### config.mk
export PLATFORM = sky130hd
export DESIGN_NAME = encoder_speed_estimator
export DESIGN_NICKNAME = d
export VERILOG_FILES = /design/src/rtl/core/es_pkg.sv /design/src/rtl/core/es_div.sv /design/src/rtl/core/es_datapath.sv /design/src/rtl/core/es_ctrl.sv /design/src/rtl/core/encoder_speed_estimator.sv
export SDC_FILE = /design/constraint.sdc
export NUM_CORES = 2
export LEC_CHECK = 0
export BUFFER_PORTS_ARGS = -buffer_cell sky130_fd_sc_hd__buf_4
export CAP_MARGIN = 5
export CELL_PAD_IN_SITES_DETAIL_PLACEMENT = 2
export CELL_PAD_IN_SITES_GLOBAL_PLACEMENT = 2
export CORE_MARGIN = 5
export CORE_UTILIZATION = 42
export CTS_CLUSTER_DIAMETER = 100
export DETAILED_ROUTE_END_ITERATION = 12
export HOLD_SLACK_MARGIN = 0.15
export PLACE_DENSITY = 0.87
export SYNTH_ARGS = -nofsm -noshare
export SYNTH_HDL_FRONTEND = slang
export SYNTH_SLANG_ARGS = --single-unit
export TNS_END_PERCENT = 1
### constraint.sdc
create_clock -name clk_i -period 10.05 [get_ports clk_i]
set_input_delay 0.5025 -clock clk_i [delete_from_list [all_inputs] [get_ports clk_i]]
set_output_delay 0.5025 -clock clk_i [all_outputs]
set_load 0.02 [all_outputs]
### src/rtl/core/es_pkg.sv
// ----------------------------------------------------------------------------
// Encoder speed estimator package
// Widths, constants, item kinds, state codes and controller interface types.
// ----------------------------------------------------------------------------
package es_pkg;

  localparam int unsigned TimeW  = 32;
  localparam int unsigned CountW = 16;
  localparam int unsigned SpeedW = 27;
  localparam int unsigned MagW   = CountW + 1;  // |delta| reaches 2^15
  localparam int unsigned TnumW  = 29;          // 32768 * 10000 < 2^29
  localparam int unsigned SquoW  = 26;          // 40000000 < 2^26
  localparam int unsigned OutW   = 88;          // 86 payload bits, byte padded

  localparam logic [TimeW-1:0]  SpeedNum    = 32'd40000000;
  localparam logic [13:0]       TickScale   = 14'd10000;
  localparam logic [CountW-1:0] LoopTimeRst = 16'd20;

  typedef enum logic [1:0] {
    KindLeft  = 2'd0,
    KindRight = 2'd1,
    KindRead  = 2'd2
  } kind_e;

  typedef enum logic [2:0] {
    StIdle,
    StStartS,
    StWaitS,
    StStartT,
    StWaitT,
    StFinish
  } state_e;

  // controller -> datapath
  typedef struct packed {
    logic take;      // input item accepted this cycle
    logic start_s;   // launch 40e6 / period
    logic save_s;    // keep period quotient
    logic start_t;   // launch |delta|*10000 / loop time
    logic load_out;  // form result into output register
  } cmd_t;

  // datapath -> controller
  typedef struct packed {
    logic div_done;
    logic out_free;
  } stat_t;

endpackage

### src/rtl/core/es_div.sv
// ----------------------------------------------------------------------------
// Encoder speed estimator divider
// Restoring 32/32 unsigned divider, one quotient bit per cycle.
// ----------------------------------------------------------------------------
module es_div (
  input  logic                     clk_i,
  input  logic                     rst_ni,
  input  logic                     start_i,
  input  logic [es_pkg::TimeW-1:0] dividend_i,
  input  logic [es_pkg::TimeW-1:0] divisor_i,
  output logic                     done_o,
  output logic [es_pkg::TimeW-1:0] quotient_o
);
  import es_pkg::*;

  localparam int unsigned CntW = $clog2(TimeW);

  logic            busy_q, busy_d;
  logic            done_q, done_d;
  logic [CntW-1:0] cnt_q, cnt_d;
  logic [TimeW-1:0] rem_q, rem_d;
  logic [TimeW-1:0] quo_q, quo_d;
  logic [TimeW-1:0] dsr_q, dsr_d;
  logic [TimeW:0]   shifted;
  logic [TimeW+1:0] diff;

  always_comb begin
    shifted = {rem_q, quo_q[TimeW-1]};
    diff    = {1'b0, shifted} - {2'b00, dsr_q};
    busy_d  = busy_q;
    done_d  = 1'b0;
    cnt_d   = cnt_q;
    rem_d   = rem_q;
    quo_d   = quo_q;
    dsr_d   = dsr_q;
    if (start_i) begin
      busy_d = 1'b1;
      cnt_d  = CntW'(TimeW - 1);
      rem_d  = '0;
      quo_d  = dividend_i;
      dsr_d  = divisor_i;
    end else if (busy_q) begin
      if (!diff[TimeW+1]) begin
        rem_d = diff[TimeW-1:0];
        quo_d = {quo_q[TimeW-2:0], 1'b1};
      end else begin
        rem_d = shifted[TimeW-1:0];
        quo_d = {quo_q[TimeW-2:0], 1'b0};
      end
      cnt_d = cnt_q - 1'b1;
      if (cnt_q == '0) begin
        busy_d = 1'b0;
        done_d = 1'b1;
      end
    end
  end

  always_ff @(posedge clk_i or negedge rst_ni) begin
    if (!rst_ni) begin
      busy_q <= 1'b0;
      done_q <= 1'b0;
      cnt_q  <= '0;
    end else begin
      busy_q <= busy_d;
      done_q <= done_d;
      cnt_q  <= cnt_d;
    end
  end

  always_ff @(posedge clk_i) begin
    rem_q <= rem_d;
    quo_q <= quo_d;
    dsr_q <= dsr_d;
  end

  assign done_o     = done_q;
  assign quotient_o = quo_q;

endmodule

### src/rtl/core/es_datapath.sv
// ----------------------------------------------------------------------------
// Encoder speed estimator datapath
// Edge period capture, count deltas, two divider lanes and the result register.
// ----------------------------------------------------------------------------
module es_datapath (
  input  logic                      clk_i,
  input  logic                      rst_ni,
  input  es_pkg::cmd_t              cmd_i,
  output es_pkg::stat_t             stat_o,
  input  logic                      cfg_we_i,
  input  logic [es_pkg::CountW-1:0] cfg_data_i,
  input  logic [1:0]                in_kind_i,
  input  logic [es_pkg::TimeW-1:0]  in_time_i,
  input  logic [es_pkg::CountW-1:0] in_count_l_i,
  input  logic [es_pkg::CountW-1:0] in_count_r_i,
  output logic                      out_valid_o,
  input  logic                      out_ready_i,
  output logic [es_pkg::OutW-1:0]   out_data_o
);
  import es_pkg::*;

  // side 0 is left, side 1 is right
  logic [CountW-1:0]           loop_time_q;
  logic [1:0][TimeW-1:0]       last_q;
  logic [1:0][TimeW-1:0]       per_q;
  logic [1:0][CountW-1:0]      prev_q;
  logic [1:0][CountW-1:0]      cnt_in;
  logic [1:0][CountW-1:0]      delta_c;
  logic [1:0][MagW-1:0]        mag_c;

  logic [1:0][TimeW-1:0]       wper_q;
  logic [1:0]                  pos_q;
  logic [1:0][CountW-1:0]      delta_q;
  logic [1:0][MagW-1:0]        mag_q;
  logic [1:0][TnumW-1:0]       tnum_q;
  logic [1:0][SquoW-1:0]       squo_q;

  logic [TimeW-1:0]            lt_eff;
  logic [1:0]                  div_done;
  logic [1:0][TimeW-1:0]       quo;
  logic [1:0][TimeW-1:0]       dvd;
  logic [1:0][TimeW-1:0]       dvs;
  logic [1:0][SpeedW-1:0]      speed_c;

  logic                        out_valid_q;
  logic [1:0][CountW-1:0]      out_delta_q;
  logic [1:0][SpeedW-1:0]      out_speed_q;

  logic [TimeW-1:0]            s32;
  logic [TimeW-1:0]            t32;
  logic                        clamp;
  logic [TnumW-1:0]            pick;
  logic [TnumW-1:0]            sgn;

  assign cnt_in[0] = in_count_l_i;
  assign cnt_in[1] = in_count_r_i;
  assign lt_eff    = (loop_time_q == '0) ? TimeW'(1) : {{(TimeW-CountW){1'b0}}, loop_time_q};

  always_comb begin
    for (int i = 0; i < 2; i++) begin
      delta_c[i] = cnt_in[i] - prev_q[i];
      mag_c[i]   = delta_c[i][CountW-1] ? (MagW'(17'h10000) - {1'b0, delta_c[i]})
                                        : {1'b0, delta_c[i]};
    end
  end

  // architectural state
  always_ff @(posedge clk_i or negedge rst_ni) begin
    if (!rst_ni) begin
      loop_time_q <= LoopTimeRst;
      last_q      <= '0;
      per_q       <= '0;
      prev_q      <= '0;
    end else begin
      if (cfg_we_i) begin
        loop_time_q <= cfg_data_i;
      end
      if (cmd_i.take) begin
        case (in_kind_i)
          KindLeft: begin
            per_q[0]  <= in_time_i - last_q[0];
            last_q[0] <= in_time_i;
          end
          KindRight: begin
            per_q[1]  <= in_time_i - last_q[1];
            last_q[1] <= in_time_i;
          end
          KindRead: begin
            per_q     <= '0;
            prev_q[0] <= in_count_l_i;
            prev_q[1] <= in_count_r_i;
          end
          default: ;
        endcase
      end
    end
  end

  // working registers of a read item
  always_ff @(posedge clk_i) begin
    for (int i = 0; i < 2; i++) begin
      if (cmd_i.take && (in_kind_i == KindRead)) begin
        wper_q[i]  <= per_q[i];
        pos_q[i]   <= (per_q[i] != '0) && !per_q[i][TimeW-1];
        delta_q[i] <= delta_c[i];
        mag_q[i]   <= mag_c[i];
      end
      if (cmd_i.start_s) begin
        tnum_q[i] <= TnumW'({{(TnumW-MagW){1'b0}}, mag_q[i]}
                          * {{(TnumW-14){1'b0}}, TickScale});
      end
      if (cmd_i.save_s) begin
        squo_q[i] <= quo[i][SquoW-1:0];
      end
    end
  end

  for (genvar g = 0; g < 2; g++) begin : g_lane
    assign dvd[g] = cmd_i.start_t ? {{(TimeW-TnumW){1'b0}}, tnum_q[g]} : SpeedNum;
    assign dvs[g] = cmd_i.start_t ? lt_eff : wper_q[g];

    es_div u_div (
      .clk_i      (clk_i),
      .rst_ni     (rst_ni),
      .start_i    (cmd_i.start_s | cmd_i.start_t),
      .dividend_i (dvd[g]),
      .divisor_i  (dvs[g]),
      .done_o     (div_done[g]),
      .quotient_o (quo[g])
    );
  end

  // clamp to the count-based speed when 2*S > 3*T, then apply the sign; zero when the period is not positive
  always_comb begin
    s32   = '0;
    t32   = '0;
    clamp = 1'b0;
    pick  = '0;
    sgn   = '0;
    for (int i = 0; i < 2; i++) begin
      s32   = {{(TimeW-SquoW){1'b0}}, squo_q[i]};
      t32   = {{(TimeW-TnumW){1'b0}}, quo[i][TnumW-1:0]};
      clamp = {s32[TimeW-2:0], 1'b0} > (t32 + {t32[TimeW-2:0], 1'b0});
      pick  = clamp ? quo[i][TnumW-1:0] : {{(TnumW-SquoW){1'b0}}, squo_q[i]};
      sgn   = delta_q[i][CountW-1] ? (TnumW'(0) - pick) : pick;
      speed_c[i] = pos_q[i] ? sgn[SpeedW-1:0] : '0;
    end
  end

  always_ff @(posedge clk_i or negedge rst_ni) begin
    if (!rst_ni) begin
      out_valid_q <= 1'b0;
    end else if (cmd_i.load_out) begin
      out_valid_q <= 1'b1;
    end else if (out_ready_i) begin
      out_valid_q <= 1'b0;
    end
  end

  always_ff @(posedge clk_i) begin
    if (cmd_i.load_out) begin
      out_delta_q <= delta_q;
      out_speed_q <= speed_c;
    end
  end

  assign stat_o.div_done = div_done[0] & div_done[1];
  assign stat_o.out_free = !out_valid_q || out_ready_i;

  assign out_valid_o = out_valid_q;
  assign out_data_o  = {2'b00, out_speed_q[1], out_speed_q[0], out_delta_q[1], out_delta_q[0]};

endmodule

### src/rtl/core/es_ctrl.sv
// ----------------------------------------------------------------------------
// Encoder speed estimator controller
// Sequences a read item through the two division rounds into the output.
// ----------------------------------------------------------------------------
module es_ctrl (
  input  logic          clk_i,
  input  logic          rst_ni,
  input  logic          in_valid_i,
  input  logic [1:0]    in_kind_i,
  output logic          in_ready_o,
  input  es_pkg::stat_t stat_i,
  output es_pkg::cmd_t  cmd_o
);
  import es_pkg::*;

  state_e state_q, state_d;
  logic   is_read;

  assign is_read = (in_kind_i == KindRead);

  always_comb begin
    state_d = state_q;
    unique case (state_q)
      StIdle:   if (in_valid_i && is_read) state_d = StStartS;
      StStartS: state_d = StWaitS;
      StWaitS:  if (stat_i.div_done) state_d = StStartT;
      StStartT: state_d = StWaitT;
      StWaitT:  if (stat_i.div_done) state_d = StFinish;
      StFinish: if (stat_i.out_free) state_d = StIdle;
      default:  state_d = StIdle;
    endcase
  end

  always_comb begin
    in_ready_o = 1'b0;
    cmd_o      = '0;
    unique case (state_q)
      StIdle: begin
        in_ready_o = 1'b1;
        cmd_o.take = in_valid_i;
      end
      StStartS: cmd_o.start_s  = 1'b1;
      StWaitS:  cmd_o.save_s   = stat_i.div_done;
      StStartT: cmd_o.start_t  = 1'b1;
      StWaitT:  ;
      StFinish: cmd_o.load_out = stat_i.out_free;
      default:  ;
    endcase
  end

  always_ff @(posedge clk_i or negedge rst_ni) begin
    if (!rst_ni) begin
      state_q <= StIdle;
    end else begin
      state_q <= state_d;
    end
  end

endmodule

### src/rtl/core/encoder_speed_estimator.sv
// ----------------------------------------------------------------------------
// Encoder speed estimator
// Two-wheel speed from edge periods, limited by the count-based speed.
// ----------------------------------------------------------------------------
// Edge items (tuser kind left or right) record the period since that wheel's
// previous rising edge and do not hold up the block; they give no result.
// A read item (kind read) latches both counter values and the two periods,
// clears the periods and produces one result, computed by
// two serial dividers, one per wheel, each run twice at one quotient bit per
// cycle (40e6 / period, then |delta| * 10000 / loop time), plus the setup and
// finish steps. No item is taken while a read is in progress. The result sits
// in an output register, so the block returns to accepting items as soon as
// the result is loaded; a read that finishes while the previous result is
// still unclaimed waits in its last step. Kind 3 items are taken and ignored.
// The loop time register resets to 20 ms; zero is treated as 1 ms. Write it
// only while the block is idle; cfg_ready_o is always high.
// ----------------------------------------------------------------------------
module encoder_speed_estimator (
  input  logic                      clk_i,
  input  logic                      rst_ni,
  // configuration: loop time in ms
  input  logic                      cfg_valid_i,
  output logic                      cfg_ready_o,
  input  logic [es_pkg::CountW-1:0] cfg_data_i,
  // input items
  input  logic                      s_axis_tvalid,
  output logic                      s_axis_tready,
  input  logic [63:0]               s_axis_tdata,  // timestamp_us, count_left, count_right
  input  logic [1:0]                s_axis_tuser,  // kind
  // result items
  output logic                      m_axis_tvalid,
  input  logic                      m_axis_tready,
  output logic [es_pkg::OutW-1:0]   m_axis_tdata   // delta_left, delta_right,
                                                   // speed_left, speed_right, pad
);
  import es_pkg::*;

  cmd_t  cmd;
  stat_t stat;

  assign cfg_ready_o = 1'b1;

  es_ctrl u_ctrl (
    .clk_i      (clk_i),
    .rst_ni     (rst_ni),
    .in_valid_i (s_axis_tvalid),
    .in_kind_i  (s_axis_tuser),
    .in_ready_o (s_axis_tready),
    .stat_i     (stat),
    .cmd_o      (cmd)
  );

  es_datapath u_dp (
    .clk_i        (clk_i),
    .rst_ni       (rst_ni),
    .cmd_i        (cmd),
    .stat_o       (stat),
    .cfg_we_i     (cfg_valid_i),
    .cfg_data_i   (cfg_data_i),
    .in_kind_i    (s_axis_tuser),
    .in_time_i    (s_axis_tdata[31:0]),
    .in_count_l_i (s_axis_tdata[47:32]),
    .in_count_r_i (s_axis_tdata[63:48]),
    .out_valid_o  (m_axis_tvalid),
    .out_ready_i  (m_axis_tready),
    .out_data_o   (m_axis_tdata)
  );

endmodule

# Word level (Yosys, flattened, before mapping)
# Cells that the tools add are included.
# totals
ff_bits	706
input_bits	87
output_inout_bits	91
wordCells	145
# classes
n_addsub	14
n_mul	2
order_cmp	2
eq_ne	11
n_mux	50
bitwise	2
n_reduce_logical	26
# ops
operator	n
$mux W32	8
$pmux W32 S2	2
$mux W27	4
$sub A33 B32 Y34	2
$gt A27 B32 Y1	2
$reduce_bool A32 Y1	2
$sub A32 B32 Y32	2
$add A29 B30 Y31	2
$mux W29	2
$sub A1 B27 Y27 const A	2
$mul A17 B10 Y25 const B	2
$sub A17 B16 Y17 const A	2
$sub A16 B16 Y16	2
$mux W15	2
$mux W1	22
$mux W5	4
$pmux W3 S6	1
$logic_not A16 Y1	1
$mux W16	1
$mux W3	4
$logic_not A5 Y1	2
$reduce_and A2 Y1	5
$reduce_bool A2 Y1	5
$sub A5 B1 Y5 const B	2
other kinds (14)	24

# Depth between registers and ports, before layout
# depth
ltp_word	5
mapped_depth	33
depth_no_buf	31

# Cells and area by module
# Synthesis repeated with hierarchy kept, for this count alone.
# unflattened
hier_cells	4477
area_unflattened_um2	46522.1
# by_module_without_submodules
module	instances	cells_each	area_each_um2	seq_area_each_um2
es_datapath	1	3273	34100.2	13980.9
es_div	2	589	6085.8	2737.6
es_ctrl	1	24	239.0	75.1
encoder_speed_estimator	1	2	11.3	0.0

# Least setup slack after synthesis
# OpenSTA, ideal clock, no wires.
# synth_timing
path_kind	register to register
from	register u_dp.g_lane[1].u_div.quo_q[1]
to	register u_dp.out_speed_q (netlist bit u_dp.out_data_o[83]), data pin
setup_time_ps	262
arrival_time_ps	6837
t_required_ps	9788
slack_ps	2950
stages_incl_launch_ff	32
n_path_buf	2
period_less_slack_ps	7100
path_cell_list	edfxtp_1 > ha_1 > fa_1 > a211oi_1 > o21ai_1 > a31oi_1 > a21oi_2 > a31oi_4 > o211ai_2 > a21o_1 > a21oi_1 > xor2_1 > ha_1 > nand4_1 > nor4_1 > o31a_1 > o21ai_0 > a21o_1 > nor3_1 > nand2_2 > buf_2 > mux2i_1 > ha_1 > inv_1 > or4_1 > or3_1 > clkbuf_1 > nor3_1 > o21ai_0 > a22oi_1 > o21ai_0 > nor3b_2
# synth_between
elab_chain_len	5
# synth_rtl
element	line	rtl
start: declaration	es_div.sv:22	logic [TimeW-1:0] quo_q, quo_d;
start signal: assignment	es_div.sv:72	quo_q <= quo_d;
$add A29 B30 Y31	es_datapath.sv:143	clamp = {s32[TimeW-2:0], 1'b0} > (t32 + {t32[TimeW-2:0], 1'b0});
$gt A27 B32 Y1	es_datapath.sv:143	
$mux W27 *	es_datapath.sv:144	pick = clamp ? quo[i][TnumW-1:0] : {{(TnumW-SquoW){1'b0}}, squo_q[i]};
$sub A1 B27 Y27	es_datapath.sv:145	sgn = delta_q[i][CountW-1] ? (TnumW'(0) - pick) : pick;
$mux W27 *	es_datapath.sv:145	
end signal: assignment	es_datapath.sv:163	out_speed_q <= speed_c;
end: declaration	es_datapath.sv:47	logic [1:0][SpeedW-1:0] out_speed_q;
# Mark *: on every way between the ends. The rest lies on a longest branch, timed or not.
# A chain may end at the register's enable or synchronous reset.

# Worst setup path in the final report
# Ends and elaborated chain as after synthesis.

==> results_dict.tcl <==
set metrics [dict create \
    grt_setup_unrepaired "no" \
    worstSetupEndpointType "register" \
    hold_class "input pin to register" \
    period_share 0.871 \
    rr_worst_depth 29 \
    die_w_um 337 \
    peakVddDrop_mv 0.124 \
    path_clk_slew_ns 0.06 \
    yosys.area_share.simple 0.122 \
    wl_met2_um 97500 \
    max_slew_margin 0.103 \
    cp_data_required_time_ns 10.44 \
    rows 120 \
    start_kind "register" \
    start_util 0.421 \
    antenna_found_initial 3 \
    synth_ff_type "edfxtp_1" \
    routed_via_density 6.36 \
    slew_violations 0 \
    grt_max_degree 122 \
    power.switching_w 0.00174 \
    fmax_ghz 0.114 \
    synth-xor-area-share 0.0645 \
    drc 0 \
    critical_path_class "register to register" \
    port_buffers 174 \
    reg2reg_to "u_dp.out_data_o[83]" \
    drive_gt1_frac 0.0989 \
    reg2reg_slack_ns 1.29 \
    min_period_ns 8.76 \
    p_leak_nw 22.0 \
    ys_seq_area_frac 0.435 \
    status "completed" \
    clock_latency_ns 0.73 \
    async_flop_share 0.276 \
    core_um2 107000 \
    tns_ns 0 \
    p_int_w 0.00494 \
    cts_root_buf "clkbuf_16" \
    drt-met1-wl_um 75500 \
    place_hpwl_um 111000 \
    power_w 0.00668 \
    grt_overflow 0 \
    vias 38900 \
    hold_violations 0 \
    grt_usage 0.345 \
    htree_levels 3 \
    syn_inst 4409 \
    ctsResizeCount 0 \
    combPwrFrac 0.050 \
    die_area_um2 114000 \
    cts.path.max_buffers 3 \
    synth_compound_area_frac 0.146 \
    highest_layer "met4" \
    drt_pass1_iterations 6 \
    nets 5228 \
    cts_tree "yes" \
    synth_edf_count 446 \
    yosys-mux-area-fraction 0.0297 \
    skew_ns 0.0750 \
    clockPowerShare 0.490 \
    wl_um 199000 \
    swShare 0.261 \
    startpoint "u_dp.g_lane[1].u_div.quotient_o[1]" \
    ys_types 102 \
    arrival_ns 9.15 \
    grt_pass1_wl_um 298000 \
    synth_top_family_by_area "adder cells" \
    route.met3.wl_um 12300 \
    grt_pass1_vias 43500 \
    cpMaxStageDelayCell "or4_1" \
    powerDensity_nw_per_um2 130 \
    place_congestion 0.854 \
    ioPinCount 178 \
    area_growth_pct 14.0 \
    whs_endpoint "u_dp.out_valid_o" \
    synth_fa_ha_area_frac 0.152 \
    synth_area_um2 44900 \
    cpPeakStageDelay_ns 0.57 \
    syn_area_per_cell_um2 10.2 \
    hp-start "m_axis_tready" \
    setup_viol 0 \
    clock_sinks 704 \
    drv_cap 0 \
    worstPathMaxFanout 11 \
    floorplan.die.height_um 337 \
    yosys_warnings 0 \
    sequentialPowerShare 0.460 \
    cts_buffers 82 \
    ant_nets 0 \
    ys_seq_elements 704 \
    wl_per_cell_um 32.6 \
    drt_iter0_drc 3668 \
    worst_pin_slew_ns 1.34 \
    whs_path_depth 3 \
    r2r_start "u_dp.g_lane[1].u_div.quotient_o[1]" \
]
[worst max-delay path, delay by kind of cell (launching register included)]
| kind | cells | cell delay (ns) |
|---|---|---|
| compound gates | 14 | 3.27 |
| simple gates | 8 | 2.83 |
| fa+ha+maj | 4 | 1.30 |
| flops | 1 | 0.52 |
| mux | 1 | 0.31 |
| buf+inv | 1 | 0.11 |
| xor+xnor | 1 | 0.10 |
[cell usage in the layout (no fill, tap or decap), types with 80 or more instances in the layout]
cell           count
dlygate4sd3_1     80
mux2_2            81
inv_1            458
xnor2_1          206
nor2_1           265
xor2_1           122
o21ai_0          238
a21o_1           122
nand3_1           90
ha_1             411
fa_1              84
a21oi_1          249
edfxtp_1         446
nand2_1          396
dfrtp_1          190
clkbuf_16         82
buf_4            199
[how the worst max path moves through the flow]
stage                          endpoint  slack, ns
floorplan           u_dp.out_data_o[83]       2.95
global placement    u_dp.out_data_o[83]       2.12
detailed placement  u_dp.out_data_o[56]       1.66
CTS                 u_dp.out_data_o[83]       1.40
global route        u_dp.out_data_o[83]       0.74
finish              u_dp.out_data_o[83]       1.29
[kinds of logic after synthesis]
logic type / Yosys count
compound gates: 1004
xor+xnor: 330
buf+inv: 593
simple gates: 1158
other cells: 2
flops: 704
fa+ha+maj: 495
mux: 123
[power groups by stage]
stage                     logic [W]  clock network [W]  registers, W
after global placement     0.000256                  0       0.00313
after floorplan            0.000148                  0       0.00313
after detailed placement   0.000273                  0       0.00313
after global routing       0.000352            0.00339       0.00307
after CTS                  0.000317            0.00323       0.00307
final                      0.000337            0.00328       0.00307
[state kept, by name (all words and copies together), names as in the netlist, 33 cells and up]
signal and cells:
u_dp.mag_q 33, u_dp.out_data_o 86, u_dp.tnum_q 50, u_dp.last_q 64, u_dp.g_lane.u_div.dsr_q 64, u_dp.g_lane.u_div.quotient_o 64, u_dp.per_q 64, u_dp.wper_q 64
u_dp.g_lane.u_div.rem_q 64
[stage by stage]
step	cells	cell area (um^2)	utilization	setup WS (ns)	hold WS [ns]
2_1_floorplan	4412	44900	-	2.95	0.207
3_3_place_gp	5885	47700	0.448	2.12	0.404
3_5_place_dp	5885	47700	0.448	1.66	0.405
4_1_cts	6116	51200	0.481	1.40	0.210
5_1_grt	6116	51200	0.481	0.740	0.216
6_report	6117	51200	0.481	1.29	0.221
[cell usage after synthesis, drive strengths merged, types with 18 or more instances]
library cell / instances / area [um^2]
ha: 411 / 5140
a21o: 127 / 960
a21oi: 251 / 1260
fa: 84 / 1680
nor3: 76 / 385
nand3: 90 / 450
nand2: 399 / 1500
o21bai: 37 / 278
xnor2: 207 / 1810
a211oi: 71 / 551
nor2: 268 / 1010
edfxtp: 446 / 13400
o211ai: 20 / 155
inv: 460 / 1730
o21ai: 245 / 1230
mux2: 81 / 912
dfxtp: 64 / 1280
and3: 18 / 114
clkbuf: 108 / 415
dfrtp: 192 / 4800
a31oi: 47 / 309
or4: 20 / 150
mux2i: 42 / 420
or3: 30 / 188
o21a: 26 / 195
a22o: 32 / 280
and2: 62 / 388
buf: 21 / 144
nor2b: 34 / 213
nor4: 44 / 275
nand2b: 47 / 294
o31ai: 30 / 225
nand4: 26 / 163
xor2: 123 / 1080
[layout make-up]
class	instances	area, um^2
inverters	463	1750
well taps	1403	1760
fillers	10900	55400
repair buffers	280	2310
clock inverters	51	582
diodes	1	2.50
clock buffers	100	2150
multi-input cells	3115	23200
flip-flops and latches	704	19500
[per-layer routing]
| layer | global-route usage | up-vias |
|---|---|---|
| met1 | 0.405 | 20000 |
| met3 | 0.0584 | 794 |
| met4 | 0.198 | 0 |
| met2 | 0.599 | 2010 |
| li1 | - | 16100 |
| met5 | 0 | - |
[what timing repair did]
| action | CTS | global route |
|---|---|---|
| setup endpoints to repair | 0 | 0 |
| hold buffers | 80 | 0 |
| buffers inserted | 0 | 0 |
| endpoints found under the hold margin | 175 | 0 |
No activity file was read; power rests on OpenSTA's default activity.
